==> src/rtl/core/fip_pkg.sv <==
// shared types, constants and hash helper functions for the feistel index permutation
// no dependencies
package fip_pkg;

    localparam int KEY_BYTES     = 16;
    localparam int MAX_HALF_BITS = 16;

    localparam int DOM_W = 31;
    localparam int RC_W  = 8;
    localparam int KL_W  = 5;
    localparam int KEY_W = 64;

    typedef enum logic [2:0] {
        CFG_DOMAIN   = 3'd0,
        CFG_ROUNDS   = 3'd1,
        CFG_KEY_LEN  = 3'd2,
        CFG_KEY_HIGH = 3'd3,
        CFG_KEY_LOW  = 3'd4
    } t_cfg_idx;

    typedef enum logic [1:0] {
        ST_OK     = 2'd0,
        ST_RANGE  = 2'd1,
        ST_ROUNDS = 2'd2
    } t_status;

    typedef enum logic [2:0] {
        S_IDLE,
        S_LEN,
        S_LOAD,
        S_HASH,
        S_FIN,
        S_CHECK,
        S_OUT
    } t_state;

    localparam logic [31:0] SHA_IV7 = 32'h5be0cd19;

    localparam logic [31:0] SHA_IV [8] = '{
        32'h6a09e667, 32'hbb67ae85, 32'h3c6ef372, 32'ha54ff53a,
        32'h510e527f, 32'h9b05688c, 32'h1f83d9ab, 32'h5be0cd19
    };

    localparam logic [31:0] SHA_K [64] = '{
        32'h428a2f98, 32'h71374491, 32'hb5c0fbcf, 32'he9b5dba5,
        32'h3956c25b, 32'h59f111f1, 32'h923f82a4, 32'hab1c5ed5,
        32'hd807aa98, 32'h12835b01, 32'h243185be, 32'h550c7dc3,
        32'h72be5d74, 32'h80deb1fe, 32'h9bdc06a7, 32'hc19bf174,
        32'he49b69c1, 32'hefbe4786, 32'h0fc19dc6, 32'h240ca1cc,
        32'h2de92c6f, 32'h4a7484aa, 32'h5cb0a9dc, 32'h76f988da,
        32'h983e5152, 32'ha831c66d, 32'hb00327c8, 32'hbf597fc7,
        32'hc6e00bf3, 32'hd5a79147, 32'h06ca6351, 32'h14292967,
        32'h27b70a85, 32'h2e1b2138, 32'h4d2c6dfc, 32'h53380d13,
        32'h650a7354, 32'h766a0abb, 32'h81c2c92e, 32'h92722c85,
        32'ha2bfe8a1, 32'ha81a664b, 32'hc24b8b70, 32'hc76c51a3,
        32'hd192e819, 32'hd6990624, 32'hf40e3585, 32'h106aa070,
        32'h19a4c116, 32'h1e376c08, 32'h2748774c, 32'h34b0bcb5,
        32'h391c0cb3, 32'h4ed8aa4a, 32'h5b9cca4f, 32'h682e6ff3,
        32'h748f82ee, 32'h78a5636f, 32'h84c87814, 32'h8cc70208,
        32'h90befffa, 32'ha4506ceb, 32'hbef9a3f7, 32'hc67178f2
    };

    function automatic logic [31:0] ror(input logic [31:0] x, input int n);
        return (x >> n) | (x << (32 - n));
    endfunction

    function automatic logic [31:0] bsig0(input logic [31:0] x);
        return ror(x, 2) ^ ror(x, 13) ^ ror(x, 22);
    endfunction

    function automatic logic [31:0] bsig1(input logic [31:0] x);
        return ror(x, 6) ^ ror(x, 11) ^ ror(x, 25);
    endfunction

    function automatic logic [31:0] ssig0(input logic [31:0] x);
        return ror(x, 7) ^ ror(x, 18) ^ (x >> 3);
    endfunction

    function automatic logic [31:0] ssig1(input logic [31:0] x);
        return ror(x, 17) ^ ror(x, 19) ^ (x >> 10);
    endfunction

endpackage

==> src/rtl/core/feistel_index_permutation_top.sv <==
// keyed feistel index permutation with cycle walking, one shared sha-256 round unit
// per request a length scan, then per pass load, hash and finish for each round, then a check
// error items and single-index domains give their result in the cycle after acceptance
// one item at a time; input stalls until its result is taken, next item accepted in the cycle after that
// the sha-256 round unit (one compression round a cycle, 64 per feistel round) sets the rate
// synchronous active-low reset: registers back to domain 2, 4 rounds, key length 16, key 0
// depends on fip_pkg
module feistel_index_permutation_top #(
    parameter int MAX_HALF_BITS = fip_pkg::MAX_HALF_BITS
) (
    input  logic                      i_clk,
    input  logic                      i_rst_n,
    input  logic                      i_in_valid,
    output logic                      o_in_stall,
    input  logic                      i_req_type,
    input  logic [fip_pkg::DOM_W-1:0] i_index,
    output logic                      o_out_valid,
    input  logic                      i_out_stall,
    output logic [fip_pkg::DOM_W-1:0] o_mapped_index,
    output logic [1:0]                o_status,
    input  logic                      i_cfg_valid,
    output logic                      o_cfg_ready,
    input  logic [2:0]                i_cfg_index,
    input  logic [fip_pkg::KEY_W-1:0] i_cfg_data
);
    import fip_pkg::*;

    localparam int MH = MAX_HALF_BITS;
    localparam int HW = $clog2(MH + 1);
    localparam int VW = (2 * MH > DOM_W) ? 2 * MH : DOM_W;

    // configuration
    logic [DOM_W-1:0] r_domain;
    logic [RC_W-1:0]  r_rounds;
    logic [KL_W-1:0]  r_key_len;
    logic [KEY_W-1:0] r_key_high;
    logic [KEY_W-1:0] r_key_low;

    t_state r_state, n_state;

    logic             r_inv;
    logic [DOM_W-1:0] r_idx;
    logic [DOM_W-1:0] r_v;
    logic [5:0]       r_k;
    logic [HW-1:0]    r_half;
    logic [MH-1:0]    r_l, r_r;
    logic [RC_W-1:0]  r_rnd;
    logic [RC_W-1:0]  r_cnt;
    logic [5:0]       r_j;
    logic [31:0]      r_w [16];
    logic [31:0]      r_s [8];
    logic [DOM_W-1:0] r_out_idx;
    t_status          r_out_st;

    logic [MH-1:0]    mask;
    logic [VW-1:0]    val;
    logic             val_in;
    logic [5:0]       k_min, k_even;
    logic [HW-1:0]    half_new;
    logic [VW-1:0]    idx_ext;
    logic [KL_W-1:0]  klen;
    logic [127:0]     key_all, key_mask;
    logic [511:0]     blk, tail;
    logic [8:0]       msg_bits;
    logic [63:0]      src64;
    logic [31:0]      t1, t2, w_new, fout32;
    logic [MH-1:0]    f_bits;
    logic             last_round;
    logic             accept;

    assign o_cfg_ready = 1'b1;
    assign accept      = i_in_valid && !o_in_stall;

    always_ff @(posedge i_clk) begin
        if (!i_rst_n) begin
            r_domain   <= DOM_W'(2);
            r_rounds   <= RC_W'(4);
            r_key_len  <= KL_W'(16);
            r_key_high <= '0;
            r_key_low  <= '0;
        end else if (i_cfg_valid) begin
            unique case (i_cfg_index)
                CFG_DOMAIN:   r_domain   <= i_cfg_data[DOM_W-1:0];
                CFG_ROUNDS:   r_rounds   <= i_cfg_data[RC_W-1:0];
                CFG_KEY_LEN:  r_key_len  <= i_cfg_data[KL_W-1:0];
                CFG_KEY_HIGH: r_key_high <= i_cfg_data;
                CFG_KEY_LOW:  r_key_low  <= i_cfg_data;
                default: ;
            endcase
        end
    end

    // pass helpers
    assign mask    = {MH{1'b1}} >> (HW'(MH) - r_half);
    assign val     = (VW'(r_l) << r_half) | VW'(r_r);
    assign val_in  = val < VW'(r_domain);
    assign k_min   = (r_k < 6'd2) ? 6'd2 : r_k;
    assign k_even  = k_min + 6'(k_min[0]);
    assign half_new = ({1'b0, k_even[5:1]} > 6'(MH)) ? HW'(MH) : HW'(k_even[5:1]);
    assign idx_ext = VW'(r_idx);

    // message block: key bytes, round be32, half be64, pad byte, length
    assign klen     = (32'(r_key_len) > KEY_BYTES) ? KL_W'(KEY_BYTES) : r_key_len;
    assign key_all  = {r_key_high, r_key_low};
    assign key_mask = (klen >= KL_W'(16)) ? {128{1'b1}} : ~({128{1'b1}} >> {klen, 3'b000});
    assign src64    = r_inv ? 64'(r_l) : 64'(r_r);
    assign tail     = {24'd0, r_rnd, src64, 8'h80, 408'd0} >> {klen, 3'b000};
    assign msg_bits = {klen + KL_W'(12), 3'b000};
    assign blk      = {key_all & key_mask, 384'd0} | tail | 512'(msg_bits);

    // one compression round
    assign t1 = r_s[7] + bsig1(r_s[4]) + ((r_s[4] & r_s[5]) ^ (~r_s[4] & r_s[6]))
              + SHA_K[r_j] + r_w[0];
    assign t2 = bsig0(r_s[0]) + ((r_s[0] & r_s[1]) ^ (r_s[0] & r_s[2]) ^ (r_s[1] & r_s[2]));
    assign w_new = r_w[0] + ssig0(r_w[1]) + r_w[9] + ssig1(r_w[14]);

    assign fout32     = SHA_IV7 + r_s[7];
    assign f_bits     = fout32[MH-1:0];
    assign last_round = ({1'b0, r_cnt} + 9'd1) == {1'b0, r_rounds};

    always_ff @(posedge i_clk) begin
        if (!i_rst_n) begin
            r_state <= S_IDLE;
        end else begin
            r_state <= n_state;
        end
    end

    always_comb begin
        n_state     = r_state;
        o_in_stall  = 1'b1;
        o_out_valid = 1'b0;
        unique case (r_state)
            S_IDLE: begin
                o_in_stall = 1'b0;
                if (i_in_valid) begin
                    if (i_index >= r_domain || r_domain <= DOM_W'(1) || r_rounds == '0) begin
                        n_state = S_OUT;
                    end else begin
                        n_state = S_LEN;
                    end
                end
            end
            S_LEN: begin
                if (r_v == '0) n_state = S_LOAD;
            end
            S_LOAD: n_state = S_HASH;
            S_HASH: begin
                if (r_j == 6'd63) n_state = S_FIN;
            end
            S_FIN: n_state = last_round ? S_CHECK : S_LOAD;
            S_CHECK: n_state = val_in ? S_OUT : S_LOAD;
            S_OUT: begin
                o_out_valid = 1'b1;
                if (!i_out_stall) n_state = S_IDLE;
            end
            default: n_state = S_IDLE;
        endcase
    end

    always_ff @(posedge i_clk) begin
        case (r_state)
            S_IDLE: begin
                if (accept) begin
                    r_inv <= i_req_type;
                    r_idx <= i_index;
                    r_v   <= r_domain - DOM_W'(1);
                    r_k   <= '0;
                    r_out_idx <= '0;
                    if (i_index >= r_domain) r_out_st <= ST_RANGE;
                    else if (r_domain > DOM_W'(1) && r_rounds == '0) r_out_st <= ST_ROUNDS;
                    else r_out_st <= ST_OK;
                end
            end
            S_LEN: begin
                if (r_v != '0) begin
                    r_k <= r_k + 6'd1;
                    r_v <= r_v >> 1;
                end else begin
                    r_half <= half_new;
                    r_l    <= MH'(idx_ext >> half_new) & ({MH{1'b1}} >> (HW'(MH) - half_new));
                    r_r    <= idx_ext[MH-1:0] & ({MH{1'b1}} >> (HW'(MH) - half_new));
                    r_cnt  <= '0;
                    r_rnd  <= r_inv ? r_rounds - RC_W'(1) : '0;
                end
            end
            S_LOAD: begin
                for (int i = 0; i < 16; i++) begin
                    r_w[i] <= blk[511 - 32 * i -: 32];
                end
                for (int i = 0; i < 8; i++) begin
                    r_s[i] <= SHA_IV[i];
                end
                r_j <= '0;
            end
            S_HASH: begin
                for (int i = 0; i < 15; i++) begin
                    r_w[i] <= r_w[i + 1];
                end
                r_w[15] <= w_new;
                r_s[0] <= t1 + t2;
                r_s[1] <= r_s[0];
                r_s[2] <= r_s[1];
                r_s[3] <= r_s[2];
                r_s[4] <= r_s[3] + t1;
                r_s[5] <= r_s[4];
                r_s[6] <= r_s[5];
                r_s[7] <= r_s[6];
                r_j    <= r_j + 6'd1;
            end
            S_FIN: begin
                if (!r_inv) begin
                    r_l <= r_r;
                    r_r <= (r_l ^ f_bits) & mask;
                    r_rnd <= r_rnd + RC_W'(1);
                end else begin
                    r_r <= r_l;
                    r_l <= (r_r ^ f_bits) & mask;
                    r_rnd <= r_rnd - RC_W'(1);
                end
                r_cnt <= r_cnt + RC_W'(1);
            end
            S_CHECK: begin
                // store the current value; out of domain: walk again from it
                r_cnt <= '0;
                r_rnd <= r_inv ? r_rounds - RC_W'(1) : '0;
                r_out_idx <= val[DOM_W-1:0];
            end
            default: ;
        endcase
    end

    assign o_mapped_index = r_out_idx;
    assign o_status       = r_out_st;

    a_hash_step: assert property (@(posedge i_clk) disable iff (!i_rst_n)
        (r_state == S_HASH && r_j != 6'd63) |=> (r_state == S_HASH && r_j == $past(r_j) + 6'd1))
        else $error("hash round counter slipped");

    a_no_accept_busy: assert property (@(posedge i_clk) disable iff (!i_rst_n)
        !o_in_stall |-> !o_out_valid)
        else $error("input taken while a result waits");

    a_err_zero: assert property (@(posedge i_clk) disable iff (!i_rst_n)
        (o_out_valid && o_status != ST_OK) |-> (o_mapped_index == '0))
        else $error("error result carries an index");

    a_ok_in_domain: assert property (@(posedge i_clk) disable iff (!i_rst_n)
        (o_out_valid && o_status == ST_OK && r_domain > DOM_W'(1)) |-> (o_mapped_index < r_domain))
        else $error("result outside domain");

    a_round_count: assert property (@(posedge i_clk) disable iff (!i_rst_n)
        (r_state == S_FIN) |-> (r_cnt < r_rounds))
        else $error("feistel round count overran");

endmodule
==> config.mk <==
export PLATFORM = sky130hd
export DESIGN_NAME = feistel_index_permutation_top
export DESIGN_NICKNAME = d
export VERILOG_FILES = /design/src/rtl/core/fip_pkg.sv /design/src/rtl/core/feistel_index_permutation_top.sv
export SDC_FILE = /design/constraint.sdc
export NUM_CORES = 2
export LEC_CHECK = 0
export BUFFER_PORTS_ARGS = -buffer_cell sky130_fd_sc_hd__buf_4
export CAP_MARGIN = 20
export CORE_UTILIZATION = 23
export CTS_BUF_LIST = sky130_fd_sc_hd__clkbuf_8
export DETAILED_ROUTE_END_ITERATION = 10
export GPL_TIMING_DRIVEN = 0
export PLACE_DENSITY_LB_ADDON = 0.05
export SYNTH_ARGS = -nofsm -noshare
export SYNTH_HDL_FRONTEND = slang
export SYNTH_SLANG_ARGS = --single-unit
==> constraint.sdc <==
create_clock -name i_clk -period 38.8 [get_ports i_clk]
set_input_delay 5.82 -clock i_clk [delete_from_list [all_inputs] [get_ports i_clk]]
set_output_delay 5.82 -clock i_clk [all_outputs]
set_load 0.02 [all_outputs]
# Yosys cells after proc, flatten, opt, wreduce, memory -nomap -nowiden
# Memory sizes are Yosys's and may differ from the RTL's.
# Index checks and enable logic that the tools add are counted.
[classes]
mux = 67
shift = 6
n_addsub = 23
n_eq_ne = 19
magnitude_cmp = 9
n_reduce_logical = 26
bitwise_logic = 64
[op_table]
columns = ["operator", "count"]
rows = [
  ["$mux 32", 26],
  ["$or 512x512->512", 1],
  ["$or 512x8->512", 1],
  ["$shr 488x8->512", 1],
  ["$add 32x32->32", 10],
  ["$xor 32x32->32", 9],
  ["$and 32x32->32", 5],
  ["$and 128x128->128", 1],
  ["$mux 128", 1],
  ["$not 128->128", 1],
  ["$shr 128x8->128 const A", 1],
  ["$pmux 31 s2", 2],
  ["$mux 31", 3],
  ["$mux 16", 5],
  ["$and 16x16->16", 4],
  ["$pmux 16 s2", 2],
  ["$pmux 8 s3", 2],
  ["$lt 32x31->1", 1],
  ["$mux 8", 4],
  ["$not 32->32", 1],
  ["$or 10x32->32", 1],
  ["$or 13x32->32", 1],
  ["$or 14x32->32", 1],
  ["$or 15x32->32", 1],
  ["56 further kinds", 129],
]
[word_totals]
mem_bits_rw = 768
out_inout_bits = 36
mem_bits_ro = 2048
wordCells = 235
ff_bits = 336
memories = 3
[mem_list]
columns = ["memory", "depth", "width", "read_ports", "rd_ports_with_merged_regs", "write_ports", "line_no", "text"]
rows = [
  ["(name not given)", 64, 32, 1, 0, 0, "feistel_index_permutation_top.sv:113", "+ SHA_K[r_j] + r_w[0];"],
  ["r_w", 16, 32, 16, 0, 16, "feistel_index_permutation_top.sv:50", "logic [31:0] r_w [16];"],
  ["r_s", 8, 32, 8, 0, 8, "feistel_index_permutation_top.sv:51", "logic [31:0] r_s [8];"],
]

# Longest topological paths before layout
[logic_depth]
ltp_word = 10
depth_mapped = 38

# Worst setup path after synthesis
# Ideal clock, no wire load.
[synth_timing]
path_type = "flip-flop to flip-flop"
startpoint = "register r_state[1]"
endpoint = "memory r_w[7][22], in the netlist r_w[0][246], data pin"
required_time_ps = 38519
setup_ps = 281
arrival_time_ps = 23331
path_buffers = 2
path_stages_with_launch = 6
setup_slack_ps = 15188
synth_period_minus_slack_ps = 23612
path_cell_list = "dfxtp_1 clkbuf_1 inv_1 nor2_1 clkbuf_1 and3_1"
[synth_rtl]
columns = ["item", "line_no", "text"]
rows = [
  ["from (decl)", "feistel_index_permutation_top.sv:39", "t_state r_state, n_state;"],
  ["from (signal assigned)", "feistel_index_permutation_top.sv:125", "r_state <= n_state;"],
  ["to (decl)", "feistel_index_permutation_top.sv:50", ""],
]

==> impl_metrics.json <==
{
  "status": "finished clean",
  "dr.first_iter.drc_count": 5006,
  "core-area_sq_um": 285200,
  "drc": 0,
  "finalCriticalPeriod_ps": 12430,
  "r2r-start": "r_j[1]",
  "ys_warn_count": 0,
  "crit_start": "r_j[1]",
  "grt_antenna_before_repair": 30,
  "hold_viol": 0,
  "die_height_microns": 537.4,
  "setup_viol": 0,
  "worstPathArrival_ps": 13100,
  "grt_max_degree": 69,
  "crit_family": "compound AO/OA/AOI/OAI gates",
  "postCtsSetupRepairBufs": 0,
  "hold_path_class": "reg -> reg",
  "totalWireLength_microns": 322800,
  "io_pins": 140,
  "die_area_sq_um": 288800,
  "cap_violations": 0,
  "async_reset_ff_share_pct": 0,
  "slew_viol_final": 0,
  "num_vias": 52314,
  "cp-end-kind": "register",
  "tightestPinTransition_ps": 1287,
  "rows": 196,
  "via_per_inst": 4.875,
  "finalNetCount": 7306,
  "start_util_pct": 23.11,
  "clock_latency_ps": 1030,
  "critPathRequiredTime_ps": 39470,
  "syn-num-nets": 6893,
  "synth_edf_count": 929,
  "fillers": 30525,
  "rsz0062_at_grt": "no",
  "synth_seq_area_share_pct": 47.63,
  "synth-main-ff-cell": "edfxtp_1",
  "crit_buf_inv": 4,
  "clk_pin_slew_ps": 60,
  "grt_pass1_vias": 52288,
  "clock-sinks": 1104,
  "overflow": 0,
  "layout_commonest_cell": "edfxtp_1",
  "grt_usage_pct": 22.05,
  "die_x_microns": 537.4,
  "antenna_left": 0,
  "synth_area_leaders": "edfxtp_1 (42%), fa_1 (5.7%), dfxtp_1 (5.3%)",
  "syn_inst": 6373,
  "regArea_sq_um": 31400,
  "crit_type": "reg -> reg",
  "crit_path_max_incr_delay_ps": 890,
  "yosysTopAreaCellShare_pct": 42.32,
  "drive_gt1_share_pct": 8.907,
  "hp-start": "r_domain[13]",
  "hpwl_microns": 256200,
  "max_slew_margin_pct": 14.19,
  "port_buffers": 138,
  "wire_per_inst_microns": 30.08,
  "cpMaxStageDelayCell": "a2111oi_2",
  "period_share_pct": 32.03,
  "cts_resized": 0,
  "cts_inserted_buffers": 221,
  "synth_cell_types": 83,
  "root_buffer": "clkbuf_8",
  "syn2layout_area_growth_pct": 16.25,
  "multi_input_area_sq_um": 31920,
  "htree_levels": 4,
  "synth_area_sq_um": 65920,
  "syn_area_per_cell_sq_um": 10.34,
  "cts_max_path_buffers": 4,
  "crit_fanout": 13,
  "cp-start-kind": "register",
  "final_cell_mix": "edfxtp_1 (929), nand2_1 (749), a21oi_1 (424), nor2_1 (419), inv_1 (378)",
  "ys_seq_elements": 1104,
  "fin_tns_setup_ps": 0,
  "clock_skew_ps": 126.6,
  "fmax_ghz": 0.08046,
  "holdBufCountCts": 0,
  "place.gp.congestion": 0.8722,
  "synth_top_cell_by_area": "edfxtp_1",
  "cts_tree": "yes",
  "dr.pass1.iters": 8,
  "grt_pass1_wl_microns": 441000
}
==> state kept, by name, indices dropped and copies added (netlist names) <==
signal and cells:
r_idx 31, r_cnt 8, r_key_high 64, r_inv 1, o_mapped_index 31, r_half 5
r_r 16, r_state 3, r_key_low 64, o_status 2, r_rnd 8, r_domain 31
r_v 31, r_k 6, r_key_len 5, r_w 512, r_l 16, r_rounds 8
r_j 6, r_s 256
==> worst paths after layout <==
check | end | slack [ps] | depth (start not counted)
worst min-delay path | r_domain[13] | 450 | 2
worst min register to register | r_domain[13] | 450 | 2
worst max register to register | r_s[0][31] | 26370 | 35
worst max-delay path | r_s[0][31] | 26370 | 35
==> cell type report <==
type	count	area share, %
clock inverter	173	1.208
multi-input combinational	4568	41.65
clock buffer	225	4.041
buffer	378	1.902
tap	3762	6.142
timing repair buffer	190	2.480
antenna	7	0.02286
sequential	1104	40.97
inverter	323	1.582
==> through the flow <==
stage               util [%]  setup WS, ps  instances  instance area, sq um  hold WS [ps]
floorplan                  -         15190       6373                 65920         433.2
global placement       25.13          1312      10273                 71660         449.4
detailed placement     25.42         26480      10316                 72510         449.2
CTS                    26.83         26410      10714                 76530         457.3
global route           26.86         25980      10724                 76620         481.9
finish                 26.87         26370      10730                 76640         454.9
==> logic make-up (layout without fill, tap and decap cells) <==
| logic type | count (synthesis) | count (layout) | synth area share (%) |
|---|---|---|---|
| AND/OR/NAND/NOR | 2055 | 2055 | 14.89 |
| AO/OA/AOI/OAI | 1462 | 1462 | 14.15 |
| multiplexers | 186 | 186 | 3.253 |
| flip-flops | 1104 | 1104 | 47.63 |
| XOR/XNOR | 445 | 445 | 5.954 |
| other | 1 | 8 | 0.005689 |
| adder cells (fa/ha/maj) | 419 | 419 | 10.08 |
| buffers and inverters | 701 | 1289 | 4.030 |
==> per-layer routing <==
layer	track usage [%]	wire length [microns]	share of wire, %	up-vias
met2	34.24	143300	44	1615
met4	6.492	9857	3.1	2
met3	2.761	15340	4.8	389
met1	31.77	154300	48	26670
li1	-	-	-	23638
met5	0	13	0.0040	-
==> worst reg2reg max path, delay by kind of cell, from the launching register on <==
family	cells	cell delay, ps
AO/OA/AOI/OAI	17	5120
adder cells (fa/ha/maj)	8	3830
buffers and inverters	4	1520
flip-flops	1	690
AND/OR/NAND/NOR	4	370
multiplexers	1	320
XOR/XNOR	1	280
==> synthesized netlist by cell type, types with 11 or more instances <==
cell type    n
or2_2       46
nor2b_1    250
or3_1       13
nand4_1     31
o22ai_1     31
o211ai_1    32
o21bai_1    30
and3_1     181
a221oi_1    54
a31oi_1     49
mux2i_1    122
nand2_1    749
nand2b_1   105
nor3b_1     12
nor2_1     421
clkbuf_1   313
inv_1      314
and2_1      19
a21o_1     104
mux2_2      46
a22o_1      68
a22oi_1     46
a32oi_1     24
xnor2_1    322
nor3_1      69
a222oi_1    16
xor2_1     121
mux4_2      18
dfxtp_1    175
a211oi_1    32
nor4_1      35
a311oi_1    11
ha_1       228
o21ai_0    371
a21oi_1    425
o31ai_1     25
nand3_1     89
fa_1       188
buf_1       53
o21a_1      41
edfxtp_1   929
a221o_1     15
Power is left out: the tool's default activity adds up to more than one toggle a clock period on the data nets, which glitch-free logic cannot reach.
